`src/sv/rce_pkg.sv`:
```
// Shared types and constants for the character RSA encryption core.
// No dependencies.
`default_nettype none

package rce_pkg;

    localparam int CHAR_W  = 7;
    localparam int VALUE_W = 17;
    localparam int CCHAR_W = 8;
    localparam int ADDR_W  = 3;
    localparam int DATA_W  = 32;

    localparam int RESET_P = 2;
    localparam int RESET_Q = 3;

    localparam logic [CHAR_W-1:0]  CHAR_OFFSET  = 7'd96;
    localparam logic [CCHAR_W-1:0] CCHAR_OFFSET = 8'd96;

    typedef enum logic
    {
        REG_PRIME_P,
        REG_PRIME_Q
    } reg_idx_t;

    typedef enum logic [3:0]
    {
        ST_IDLE,
        ST_KEY_MOD,
        ST_KEY_TOT,
        ST_CAND,
        ST_TDIV,
        ST_PRIME,
        ST_PDIV,
        ST_ENC_INIT,
        ST_MUL,
        ST_MDIV,
        ST_OUT
    } state_t;

endpackage

`default_nettype wire

```
`src/sv/rce_cfg_regs.sv`:
```
// APB register file holding the two prime factors.
// Depends on rce_pkg.
`default_nettype none

module rce_cfg_regs #(
    parameter int PRIME_WIDTH = 8
) (
    input  wire logic                            clk,
    input  wire logic                            rst_n,
    input  wire logic                            psel,
    input  wire logic                            penable,
    input  wire logic                            pwrite,
    input  wire logic [rce_pkg::ADDR_W-1:0]      paddr,
    input  wire logic [rce_pkg::DATA_W-1:0]      pwdata,
    output logic      [rce_pkg::DATA_W-1:0]      prdata,
    output logic                                 pready,
    output logic      [PRIME_WIDTH-1:0]          prime_p,
    output logic      [PRIME_WIDTH-1:0]          prime_q,
    output logic                                 cfg_wr
);

    logic [PRIME_WIDTH-1:0] prime_p_reg;
    logic [PRIME_WIDTH-1:0] prime_p_next;
    logic [PRIME_WIDTH-1:0] prime_q_reg;
    logic [PRIME_WIDTH-1:0] prime_q_next;
    rce_pkg::reg_idx_t      idx;

    assign pready = 1'b1;
    assign cfg_wr = psel && penable && pwrite;
    assign idx    = rce_pkg::reg_idx_t'(paddr[2]);

    always_comb
    begin
        prime_p_next = prime_p_reg;
        prime_q_next = prime_q_reg;
        if (cfg_wr)
        begin
            case (idx)
                rce_pkg::REG_PRIME_P: prime_p_next = pwdata[PRIME_WIDTH-1:0];
                rce_pkg::REG_PRIME_Q: prime_q_next = pwdata[PRIME_WIDTH-1:0];
                default: ;
            endcase
        end
    end

    always_comb
    begin
        case (idx)
            rce_pkg::REG_PRIME_P: prdata = rce_pkg::DATA_W'(prime_p_reg);
            rce_pkg::REG_PRIME_Q: prdata = rce_pkg::DATA_W'(prime_q_reg);
            default:              prdata = '0;
        endcase
    end

    always_ff @(posedge clk or negedge rst_n)
    begin
        if (!rst_n)
        begin
            prime_p_reg <= PRIME_WIDTH'(rce_pkg::RESET_P);
            prime_q_reg <= PRIME_WIDTH'(rce_pkg::RESET_Q);
        end
        else
        begin
            prime_p_reg <= prime_p_next;
            prime_q_reg <= prime_q_next;
        end
    end

    assign prime_p = prime_p_reg;
    assign prime_q = prime_q_reg;

endmodule

`default_nettype wire

```
`src/sv/rce_rem_unit.sv`:
```
// Shared serial remainder unit, one dividend bit per cycle (restoring).
// Depends on rce_pkg only through its users.
`default_nettype none

module rce_rem_unit #(
    parameter int DIVIDEND_W = 24,
    parameter int DIVISOR_W  = 16
) (
    input  wire logic                  clk,
    input  wire logic                  rst_n,
    input  wire logic                  start,
    input  wire logic [DIVIDEND_W-1:0] dividend,
    input  wire logic [DIVISOR_W-1:0]  divisor,
    output logic                       done,
    output logic      [DIVISOR_W-1:0]  remainder
);

    localparam int CNT_W = $clog2(DIVIDEND_W + 1);

    logic [DIVIDEND_W-1:0] shift_reg;
    logic [DIVIDEND_W-1:0] shift_next;
    logic [DIVISOR_W-1:0]  divisor_reg;
    logic [DIVISOR_W-1:0]  divisor_next;
    logic [DIVISOR_W-1:0]  rem_reg;
    logic [DIVISOR_W-1:0]  rem_next;
    logic [CNT_W-1:0]      count_reg;
    logic [CNT_W-1:0]      count_next;
    logic                  done_reg;
    logic                  done_next;
    logic [DIVISOR_W:0]    trial;
    logic [DIVISOR_W:0]    diff;

    assign trial = {rem_reg, shift_reg[DIVIDEND_W-1]};
    assign diff  = trial - {1'b0, divisor_reg};

    always_comb
    begin
        shift_next   = shift_reg;
        divisor_next = divisor_reg;
        rem_next     = rem_reg;
        count_next   = count_reg;
        done_next    = 1'b0;
        if (start)
        begin
            shift_next   = dividend;
            divisor_next = divisor;
            rem_next     = '0;
            count_next   = CNT_W'(DIVIDEND_W);
        end
        else if (count_reg != '0)
        begin
            shift_next = {shift_reg[DIVIDEND_W-2:0], 1'b0};
            rem_next   = diff[DIVISOR_W] ? trial[DIVISOR_W-1:0] : diff[DIVISOR_W-1:0];
            count_next = count_reg - CNT_W'(1);
            done_next  = (count_reg == CNT_W'(1));
        end
    end

    always_ff @(posedge clk or negedge rst_n)
    begin
        if (!rst_n)
        begin
            count_reg <= '0;
            done_reg  <= 1'b0;
        end
        else
        begin
            count_reg <= count_next;
            done_reg  <= done_next;
        end
    end

    always_ff @(posedge clk)
    begin
        shift_reg   <= shift_next;
        divisor_reg <= divisor_next;
        rem_reg     <= rem_next;
    end

    assign done      = done_reg;
    assign remainder = rem_reg;

endmodule

`default_nettype wire

```
`src/sv/rce_seq.sv`:
```
// Sequencer: key derivation search and repeated multiply/reduce per item.
// Depends on rce_pkg; drives the shared rce_rem_unit.
`default_nettype none

module rce_seq #(
    parameter int PRIME_WIDTH = 8
) (
    input  wire logic                                 clk,
    input  wire logic                                 rst_n,
    input  wire logic                                 start,
    input  wire logic [rce_pkg::CHAR_W-1:0]           plain_char,
    input  wire logic [PRIME_WIDTH-1:0]               prime_p,
    input  wire logic [PRIME_WIDTH-1:0]               prime_q,
    input  wire logic                                 cfg_wr,
    input  wire logic                                 div_done,
    input  wire logic [2*PRIME_WIDTH-1:0]             div_rem,
    output logic                                      div_start,
    output logic [2*PRIME_WIDTH+((PRIME_WIDTH > rce_pkg::CHAR_W) ?
                  PRIME_WIDTH : rce_pkg::CHAR_W)-1:0] div_dividend,
    output logic      [2*PRIME_WIDTH-1:0]             div_divisor,
    output logic                                      busy,
    output logic                                      done,
    output logic signed [rce_pkg::VALUE_W-1:0]        cipher_value,
    output logic      [rce_pkg::CCHAR_W-1:0]          cipher_char
);

    localparam int MW = 2 * PRIME_WIDTH;
    localparam int BW = (PRIME_WIDTH > rce_pkg::CHAR_W) ? PRIME_WIDTH : rce_pkg::CHAR_W;
    localparam int DW = MW + BW;
    localparam int SW = (MW + 1 > rce_pkg::VALUE_W) ? MW + 1 : rce_pkg::VALUE_W;

    rce_pkg::state_t state_reg;
    rce_pkg::state_t state_next;

    logic [MW-1:0]              modulus_reg;
    logic [MW-1:0]              modulus_next;
    logic [MW-1:0]              totient_reg;
    logic [MW-1:0]              totient_next;
    logic [MW-1:0]              exponent_reg;
    logic [MW-1:0]              exponent_next;
    logic                       key_ready_reg;
    logic                       key_ready_next;
    logic [MW-1:0]              cand_reg;
    logic [MW-1:0]              cand_next;
    logic [MW-1:0]              d_reg;
    logic [MW-1:0]              d_next;
    logic [MW:0]                dsq_reg;
    logic [MW:0]                dsq_next;
    logic [MW-1:0]              kmag_reg;
    logic [MW-1:0]              kmag_next;
    logic                       kneg_reg;
    logic                       kneg_next;
    logic [MW-1:0]              rnd_reg;
    logic [MW-1:0]              rnd_next;
    logic [rce_pkg::CHAR_W-1:0] xmag_reg;
    logic [rce_pkg::CHAR_W-1:0] xmag_next;
    logic                       xneg_reg;
    logic                       xneg_next;

    logic [MW-1:0]              mul_a;
    logic [BW-1:0]              mul_b;
    logic [DW-1:0]              mul_p;
    logic [MW-1:0]              p_ext;
    logic [MW-1:0]              q_ext;
    logic [MW-1:0]              rnd_inc;
    logic                       degenerate;
    logic                       cand_exhausted;
    logic                       cand_taken;
    logic                       trial_done;
    logic                       rem_zero;
    logic                       last_round;
    logic                       modulus_zero;
    logic signed [SW-1:0]       kext;
    logic signed [SW-1:0]       kval;

    assign mul_p          = DW'(mul_a) * DW'(mul_b);
    assign p_ext          = MW'(prime_p);
    assign q_ext          = MW'(prime_q);
    assign rnd_inc        = rnd_reg + MW'(1);
    assign degenerate     = (prime_p < PRIME_WIDTH'(2)) || (prime_q < PRIME_WIDTH'(2));
    assign cand_exhausted = cand_reg >= totient_reg;
    assign cand_taken     = (cand_reg == p_ext) || (cand_reg == q_ext);
    assign trial_done     = dsq_reg > {1'b0, cand_reg};
    assign rem_zero       = div_rem == '0;
    assign last_round     = rnd_inc == exponent_reg;
    assign modulus_zero   = modulus_reg == '0;

    // next state
    always_comb
    begin
        state_next = state_reg;
        case (state_reg)
            rce_pkg::ST_IDLE:
                if (start)
                    state_next = key_ready_reg ? rce_pkg::ST_ENC_INIT : rce_pkg::ST_KEY_MOD;
            rce_pkg::ST_KEY_MOD:
                state_next = rce_pkg::ST_KEY_TOT;
            rce_pkg::ST_KEY_TOT:
                state_next = rce_pkg::ST_CAND;
            rce_pkg::ST_CAND:
                if (cand_exhausted)
                    state_next = rce_pkg::ST_ENC_INIT;
                else if (!cand_taken)
                    state_next = rce_pkg::ST_TDIV;
            rce_pkg::ST_TDIV:
                if (div_done)
                    state_next = rem_zero ? rce_pkg::ST_CAND : rce_pkg::ST_PRIME;
            rce_pkg::ST_PRIME:
                state_next = trial_done ? rce_pkg::ST_ENC_INIT : rce_pkg::ST_PDIV;
            rce_pkg::ST_PDIV:
                if (div_done)
                    state_next = rem_zero ? rce_pkg::ST_CAND : rce_pkg::ST_PRIME;
            rce_pkg::ST_ENC_INIT:
                state_next = (exponent_reg == '0) ? rce_pkg::ST_OUT : rce_pkg::ST_MUL;
            rce_pkg::ST_MUL:
                if (!modulus_zero)
                    state_next = rce_pkg::ST_MDIV;
                else if (last_round)
                    state_next = rce_pkg::ST_OUT;
            rce_pkg::ST_MDIV:
                if (div_done)
                    state_next = last_round ? rce_pkg::ST_OUT : rce_pkg::ST_MUL;
            rce_pkg::ST_OUT:
                state_next = rce_pkg::ST_IDLE;
            default:
                state_next = rce_pkg::ST_IDLE;
        endcase
    end

    // datapath and divider control
    always_comb
    begin
        modulus_next   = modulus_reg;
        totient_next   = totient_reg;
        exponent_next  = exponent_reg;
        key_ready_next = key_ready_reg;
        cand_next      = cand_reg;
        d_next         = d_reg;
        dsq_next       = dsq_reg;
        kmag_next      = kmag_reg;
        kneg_next      = kneg_reg;
        rnd_next       = rnd_reg;
        xmag_next      = xmag_reg;
        xneg_next      = xneg_reg;
        mul_a          = kmag_reg;
        mul_b          = BW'(xmag_reg);
        div_start      = 1'b0;
        div_dividend   = DW'(totient_reg);
        div_divisor    = cand_reg;
        case (state_reg)
            rce_pkg::ST_IDLE:
                if (start)
                begin
                    xneg_next = plain_char < rce_pkg::CHAR_OFFSET;
                    xmag_next = (plain_char < rce_pkg::CHAR_OFFSET) ?
                                rce_pkg::CHAR_OFFSET - plain_char :
                                plain_char - rce_pkg::CHAR_OFFSET;
                end
            rce_pkg::ST_KEY_MOD:
            begin
                mul_a        = p_ext;
                mul_b        = BW'(prime_q);
                modulus_next = mul_p[MW-1:0];
            end
            rce_pkg::ST_KEY_TOT:
            begin
                mul_a         = p_ext - MW'(1);
                mul_b         = BW'(prime_q) - BW'(1);
                totient_next  = degenerate ? '0 : mul_p[MW-1:0];
                cand_next     = MW'(2);
                exponent_next = '0;
            end
            rce_pkg::ST_CAND:
                if (cand_exhausted)
                begin
                    exponent_next  = '0;
                    key_ready_next = 1'b1;
                end
                else if (cand_taken)
                    cand_next = cand_reg + MW'(1);
                else
                begin
                    div_start    = 1'b1;
                    div_dividend = DW'(totient_reg);
                    div_divisor  = cand_reg;
                end
            rce_pkg::ST_TDIV:
                if (div_done)
                begin
                    if (rem_zero)
                        cand_next = cand_reg + MW'(1);
                    else
                    begin
                        d_next   = MW'(2);
                        dsq_next = (MW + 1)'(4);
                    end
                end
            rce_pkg::ST_PRIME:
                if (trial_done)
                begin
                    exponent_next  = cand_reg;
                    key_ready_next = 1'b1;
                end
                else
                begin
                    div_start    = 1'b1;
                    div_dividend = DW'(cand_reg);
                    div_divisor  = d_reg;
                end
            rce_pkg::ST_PDIV:
                if (div_done)
                begin
                    if (rem_zero)
                        cand_next = cand_reg + MW'(1);
                    else
                    begin
                        d_next   = d_reg + MW'(1);
                        dsq_next = dsq_reg + {d_reg, 1'b1};
                    end
                end
            rce_pkg::ST_ENC_INIT:
            begin
                kmag_next = MW'(1);
                kneg_next = 1'b0;
                rnd_next  = '0;
            end
            rce_pkg::ST_MUL:
            begin
                kneg_next = kneg_reg ^ xneg_reg;
                if (modulus_zero)
                begin
                    kmag_next = mul_p[MW-1:0];
                    rnd_next  = rnd_inc;
                end
                else
                begin
                    div_start    = 1'b1;
                    div_dividend = mul_p;
                    div_divisor  = modulus_reg;
                end
            end
            rce_pkg::ST_MDIV:
                if (div_done)
                begin
                    kmag_next = div_rem;
                    rnd_next  = rnd_inc;
                end
            default: ;
        endcase
        if (cfg_wr)
            key_ready_next = 1'b0;
    end

    always_ff @(posedge clk or negedge rst_n)
    begin
        if (!rst_n)
        begin
            state_reg     <= rce_pkg::ST_IDLE;
            modulus_reg   <= '0;
            totient_reg   <= '0;
            exponent_reg  <= '0;
            key_ready_reg <= 1'b0;
            rnd_reg       <= '0;
        end
        else
        begin
            state_reg     <= state_next;
            modulus_reg   <= modulus_next;
            totient_reg   <= totient_next;
            exponent_reg  <= exponent_next;
            key_ready_reg <= key_ready_next;
            rnd_reg       <= rnd_next;
        end
    end

    always_ff @(posedge clk)
    begin
        cand_reg <= cand_next;
        d_reg    <= d_next;
        dsq_reg  <= dsq_next;
        kmag_reg <= kmag_next;
        kneg_reg <= kneg_next;
        xmag_reg <= xmag_next;
        xneg_reg <= xneg_next;
    end

    assign kext         = signed'(SW'(kmag_reg));
    assign kval         = kneg_reg ? -kext : kext;
    assign busy         = state_reg != rce_pkg::ST_IDLE;
    assign done         = state_reg == rce_pkg::ST_OUT;
    assign cipher_value = kval[rce_pkg::VALUE_W-1:0];
    assign cipher_char  = kval[rce_pkg::CCHAR_W-1:0] + rce_pkg::CCHAR_OFFSET;

endmodule

`default_nettype wire

```
`src/sv/rsa_char_encrypt_core.sv`:
```
// Top level of the character RSA encryption core.
// Depends on rce_pkg, rce_cfg_regs, rce_rem_unit, rce_seq.
//
// channel   | handshake                 | payload
// ----------+---------------------------+------------------------------
// config    | psel/penable/pwrite/pready | paddr, pwdata, prdata
// item in   | start, busy               | plain_char
// item out  | done (1-cycle strobe)     | cipher_value, cipher_char
//
// An item runs E multiply/reduce rounds, E the exponent; each product of D = 2*PRIME_WIDTH +
// max(PRIME_WIDTH,7) bits (24 at default) goes through the serial remainder unit, one bit a cycle,
// unless the modulus is zero. The first item after reset or a prime write also runs the key
// search, with remainders on the same unit for each candidate tried.
// Async active-low reset; busy is high from accept through the done cycle.
// Results cannot be stalled; done is high for one cycle only.
`default_nettype none

module rsa_char_encrypt_core #(
    parameter int PRIME_WIDTH = 8
) (
    input  wire logic                                  clk,
    input  wire logic                                  rst_n,
    input  wire logic                                  psel,
    input  wire logic                                  penable,
    input  wire logic                                  pwrite,
    input  wire logic        [rce_pkg::ADDR_W-1:0]     paddr,
    input  wire logic        [rce_pkg::DATA_W-1:0]     pwdata,
    output logic             [rce_pkg::DATA_W-1:0]     prdata,
    output logic                                       pready,
    input  wire logic                                  start,
    input  wire logic        [rce_pkg::CHAR_W-1:0]     plain_char,
    output logic                                       busy,
    output logic                                       done,
    output logic signed      [rce_pkg::VALUE_W-1:0]    cipher_value,
    output logic             [rce_pkg::CCHAR_W-1:0]    cipher_char
);

    localparam int MW = 2 * PRIME_WIDTH;
    localparam int BW = (PRIME_WIDTH > rce_pkg::CHAR_W) ? PRIME_WIDTH : rce_pkg::CHAR_W;
    localparam int DW = MW + BW;

    logic [PRIME_WIDTH-1:0] prime_p;
    logic [PRIME_WIDTH-1:0] prime_q;
    logic                   cfg_wr;
    logic                   div_start;
    logic [DW-1:0]          div_dividend;
    logic [MW-1:0]          div_divisor;
    logic                   div_done;
    logic [MW-1:0]          div_rem;

    rce_cfg_regs #(
        .PRIME_WIDTH (PRIME_WIDTH)
    ) u_cfg (
        .clk     (clk),
        .rst_n   (rst_n),
        .psel    (psel),
        .penable (penable),
        .pwrite  (pwrite),
        .paddr   (paddr),
        .pwdata  (pwdata),
        .prdata  (prdata),
        .pready  (pready),
        .prime_p (prime_p),
        .prime_q (prime_q),
        .cfg_wr  (cfg_wr)
    );

    rce_rem_unit #(
        .DIVIDEND_W (DW),
        .DIVISOR_W  (MW)
    ) u_rem (
        .clk       (clk),
        .rst_n     (rst_n),
        .start     (div_start),
        .dividend  (div_dividend),
        .divisor   (div_divisor),
        .done      (div_done),
        .remainder (div_rem)
    );

    rce_seq #(
        .PRIME_WIDTH (PRIME_WIDTH)
    ) u_seq (
        .clk          (clk),
        .rst_n        (rst_n),
        .start        (start),
        .plain_char   (plain_char),
        .prime_p      (prime_p),
        .prime_q      (prime_q),
        .cfg_wr       (cfg_wr),
        .div_done     (div_done),
        .div_rem      (div_rem),
        .div_start    (div_start),
        .div_dividend (div_dividend),
        .div_divisor  (div_divisor),
        .busy         (busy),
        .done         (done),
        .cipher_value (cipher_value),
        .cipher_char  (cipher_char)
    );

endmodule

`default_nettype wire

```
`config.mk`:
```
export PLATFORM = sky130hd
export DESIGN_NAME = rsa_char_encrypt_core
export DESIGN_NICKNAME = d
export VERILOG_FILES = /design/src/sv/rce_pkg.sv /design/src/sv/rce_cfg_regs.sv /design/src/sv/rce_rem_unit.sv /design/src/sv/rce_seq.sv /design/src/sv/rsa_char_encrypt_core.sv
export SDC_FILE = /design/constraint.sdc
export NUM_CORES = 1
export LEC_CHECK = 0
export BUFFER_PORTS_ARGS = -buffer_cell sky130_fd_sc_hd__buf_2
export CAP_MARGIN = 5
export CELL_PAD_IN_SITES_DETAIL_PLACEMENT = 1
export CELL_PAD_IN_SITES_GLOBAL_PLACEMENT = 2
export CORE_MARGIN = 2
export CORE_UTILIZATION = 36
export DETAILED_ROUTE_END_ITERATION = 8
export PLACE_DENSITY_LB_ADDON = 0.1
export SLEW_MARGIN = 20
export SYNTH_ARGS = -nofsm -noshare
export SYNTH_HDL_FRONTEND = slang
export SYNTH_HIERARCHICAL = 1
export SYNTH_SLANG_ARGS = --single-unit
```
`constraint.sdc`:
```
create_clock -name clk -period 6 [get_ports clk]
set_input_delay 0 -clock clk [delete_from_list [all_inputs] [get_ports clk]]
set_output_delay 0 -clock clk [all_outputs]
set_load 0.02 [all_outputs]
```
==> impl_results.md <==
- Initial Utilization: 36.64%
- RSZ-0062 raised after global routing: true
- Tmin final: 6.167 ns
- Number of CTS-inserted buffers: 29
- Ant diodes: 0
- Layout Nets: 2456
- Req. time, crit path: 6.32 ns
- EDFF count, synth: 114
- IO Pins: 108
- Cell Area, Synth: 18460 um2
- Remaining antenna violation count: 0
- Synth Flop Type: edfxtp_1
- Worst Clk Skew: 0.02998 ns
- Worst setup SP type: flip-flop
- Worst skew pair latency: 0.59 ns
- Final setup viols: 10
- Setup_tns: -0.9443 ns
- Largest register FFs: 24
- Most common cell in the netlist: nor2_1
- CTS tree: built
- CTS Buffer Depth: 3
- Status: complete, but fails checks
- Worst slew pin tran: 1.167 ns
- Reg2reg path depth: 23
- Failing checks: setup timing
- Core area: 50380 um2
- Clk pin slew, worst setup/hold paths: 0.06 ns
- Asr flop ratio synth: 41.18%
- Crit share post-route: 102.8%
- Tot GR Track Use: 23.57%
- Ys Warns: 6
- Top post-synthesis cells by area: edfxtp_1 19%, dfrtp_1 12%, fa_1 9.3%
- Synth Instances: 1987
- Vias in the first global route: 16750
- Worst slew margin relative to its limit: 22.20%
- Commonest cells post-synth: 226 x nor2_1, 210 x inv_1, 119 x ha_1, 117 x nand2_1, 114 x edfxtp_1
- Top cell type's share of synthesized area: 18.55%
- Cell taking the most area after synthesis: edfxtp_1
- Post-synthesis sequential area ratio: 32.64%
- Die height: 230.4 um
- Crit path capture type: flip-flop
- Sink Count: 221
- Initial antenna violation count: 0
- GRT overflow: 0
- Worst-path fanout max: 5
- Global-route wire length before repair: 98010 um
- Max_cap viols: 0
- WL/cell: 21.65 um
- Num rows: 82
- Util after Layout: 45.22%
- CP Data Arrival Time: 6.48 ns
- Port Buffer Count: 56
- Yosys cell types: 100
- Pre-antenna DRT Iters: 5
- Final Routed Wirelength: 62730 um
- F_max: 0.1622 GHz
- Via/cell ratio: 5.393
- Chip width: 230.4 um
- Post-DP HPWL: 47200 um
- Area Overhead vs Synth: 23.44%
- Layout cells sized above 1: 25.16%
- CTS Root Cell: clkbuf_16
- Hold crit path type: in2async
- Syn Area/Cell: 9.288 um2
- Max Slew Vio Count: 0
- DRT iter0 DRCs: 792
- Largest net degree at the start of global routing: 52
- H-tree Lvls: 1
- Gpl congestion: 0.8513
- Die area: 53090 um2
- CP Class: reg2reg
- Post-route DRC: 0
- Final WS setup: -0.1665 ns
- Final hold vios: 0
- Detailed-route via count: 15630
- Flops & latches, synth: 221
per-stage QoR:
stage               instance area (um2)  setup slack [ns]  hold slack [ns]  cells
finish                            22780           -0.1665          0.05563   2898
global route                      22780           -0.4534           0.1322   2898
CTS                               22410           -0.1474          0.07370   2885
detailed placement                20460           -0.3952          0.03963   2778
global placement                  20460           -0.2542          0.03119   2778
floorplan                         18710          0.007812          -0.2956   2010
kinds of logic (layout without fill, tap and decap cells):
| kind of cell | count (synthesis) | in the layout | synth area share (%) |
|---|---|---|---|
| compound gates | 421 | 421 | 15.70 |
| xor+xnor | 126 | 126 | 5.980 |
| buf+inv | 338 | 554 | 8.203 |
| mux | 63 | 63 | 3.742 |
| simple gates | 611 | 611 | 16.29 |
| fa+ha+maj | 205 | 205 | 17.40 |
| flops | 221 | 221 | 32.64 |
| other cells | 2 | 25 | 0.04069 |
worst paths after layout:
check,startpoint,end,slack (ns)
setup reg to reg,u_cfg/prime_p[6],u_rem/shift_reg[22],-0.17
min in group clk,plain_char[0],u_seq/xmag_reg[0],0.19
setup / recovery,u_cfg/prime_p[6],u_rem/shift_reg[22],-0.17
max in group asynchronous,rst_n,u_seq/state_reg[3],4.75
hold reg to reg,u_seq/modulus_reg[2],u_seq/modulus_reg[2],0.52
hold / removal,rst_n,u_cfg/prime_p[6],0.06
critical path, stage by stage (launching register included):
cell,delay [ns]
dfrtp_1,0.38
or3_4,0.41
or3_4,0.37
o21ai_4,0.22
buf_6,0.14
buf_6,0.11
o21ai_4,0.07
or2_4,0.25
fa_1,0.49
inv_2,0.05
fa_2,0.46
fa_1,0.49
inv_1,0.05
fa_1,0.54
inv_2,0.06
ha_4,0.26
a31o_4,0.22
a21oi_2,0.13
o21ai_2,0.06
a31oi_2,0.22
o21ai_4,0.09
a311o_1,0.30
a31o_2,0.25
mux2_4,0.25
placed cells by master (no fill, tap or decap), types with 16 or more instances in the layout:
cell type and n:
a21o_1 28, buf_2 56, xor2_1 42, dfxtp_1 16, o21ai_1 16, o31ai_1 17
nor3_1 26, conb_1 25, clkbuf_16 31, xnor2_1 77, nand3_1 32, ha_1 106
mux2_2 44, nand2b_1 20, and3_1 16, dlygate4sd3_1 27, inv_1 192, buf_4 171
dfrtp_1 86, buf_6 24, edfxtp_1 114, a222oi_1 21, nor4_1 17, or2_2 31
nand4_1 25, nand2_1 108, fa_1 80, a21oi_1 59, o21ai_0 89, a211oi_1 21
inv_2 18, nor2_1 210
repair_timing:
item	in CTS	in global routing
gates resized for setup	106	72
endpoints found under the hold margin	73	0
setup buffers	23	14
gates cloned	3	1
pin swaps	55	52
hold buffers	27	0
setup endpoints to repair	34	30
final cells by class:
class / count / area (um2)
fillers: 5703 / 27590
multi-input cells: 1451 / 11800
flip-flops and latches: 221 / 6027
repair buffers: 290 / 2342
well taps: 672 / 840.8
clock buffers: 38 / 820.8
inverters: 210 / 788.3
clock inverters: 16 / 160.2
routing by layer:
layer / track usage [%] / vias up / routed length (um)
met1: 30.59 / 7992 / 28440
met2: 41.51 / 202 / 30910
met5: 0 / - / 0
met3: 3.001 / 77 / 1956
li1: - / 7357 / -
met4: 5.827 / 0 / 1421
Power is not shown: default switching activity piles up to over one toggle a cycle in this logic, so the estimate is an artifact.
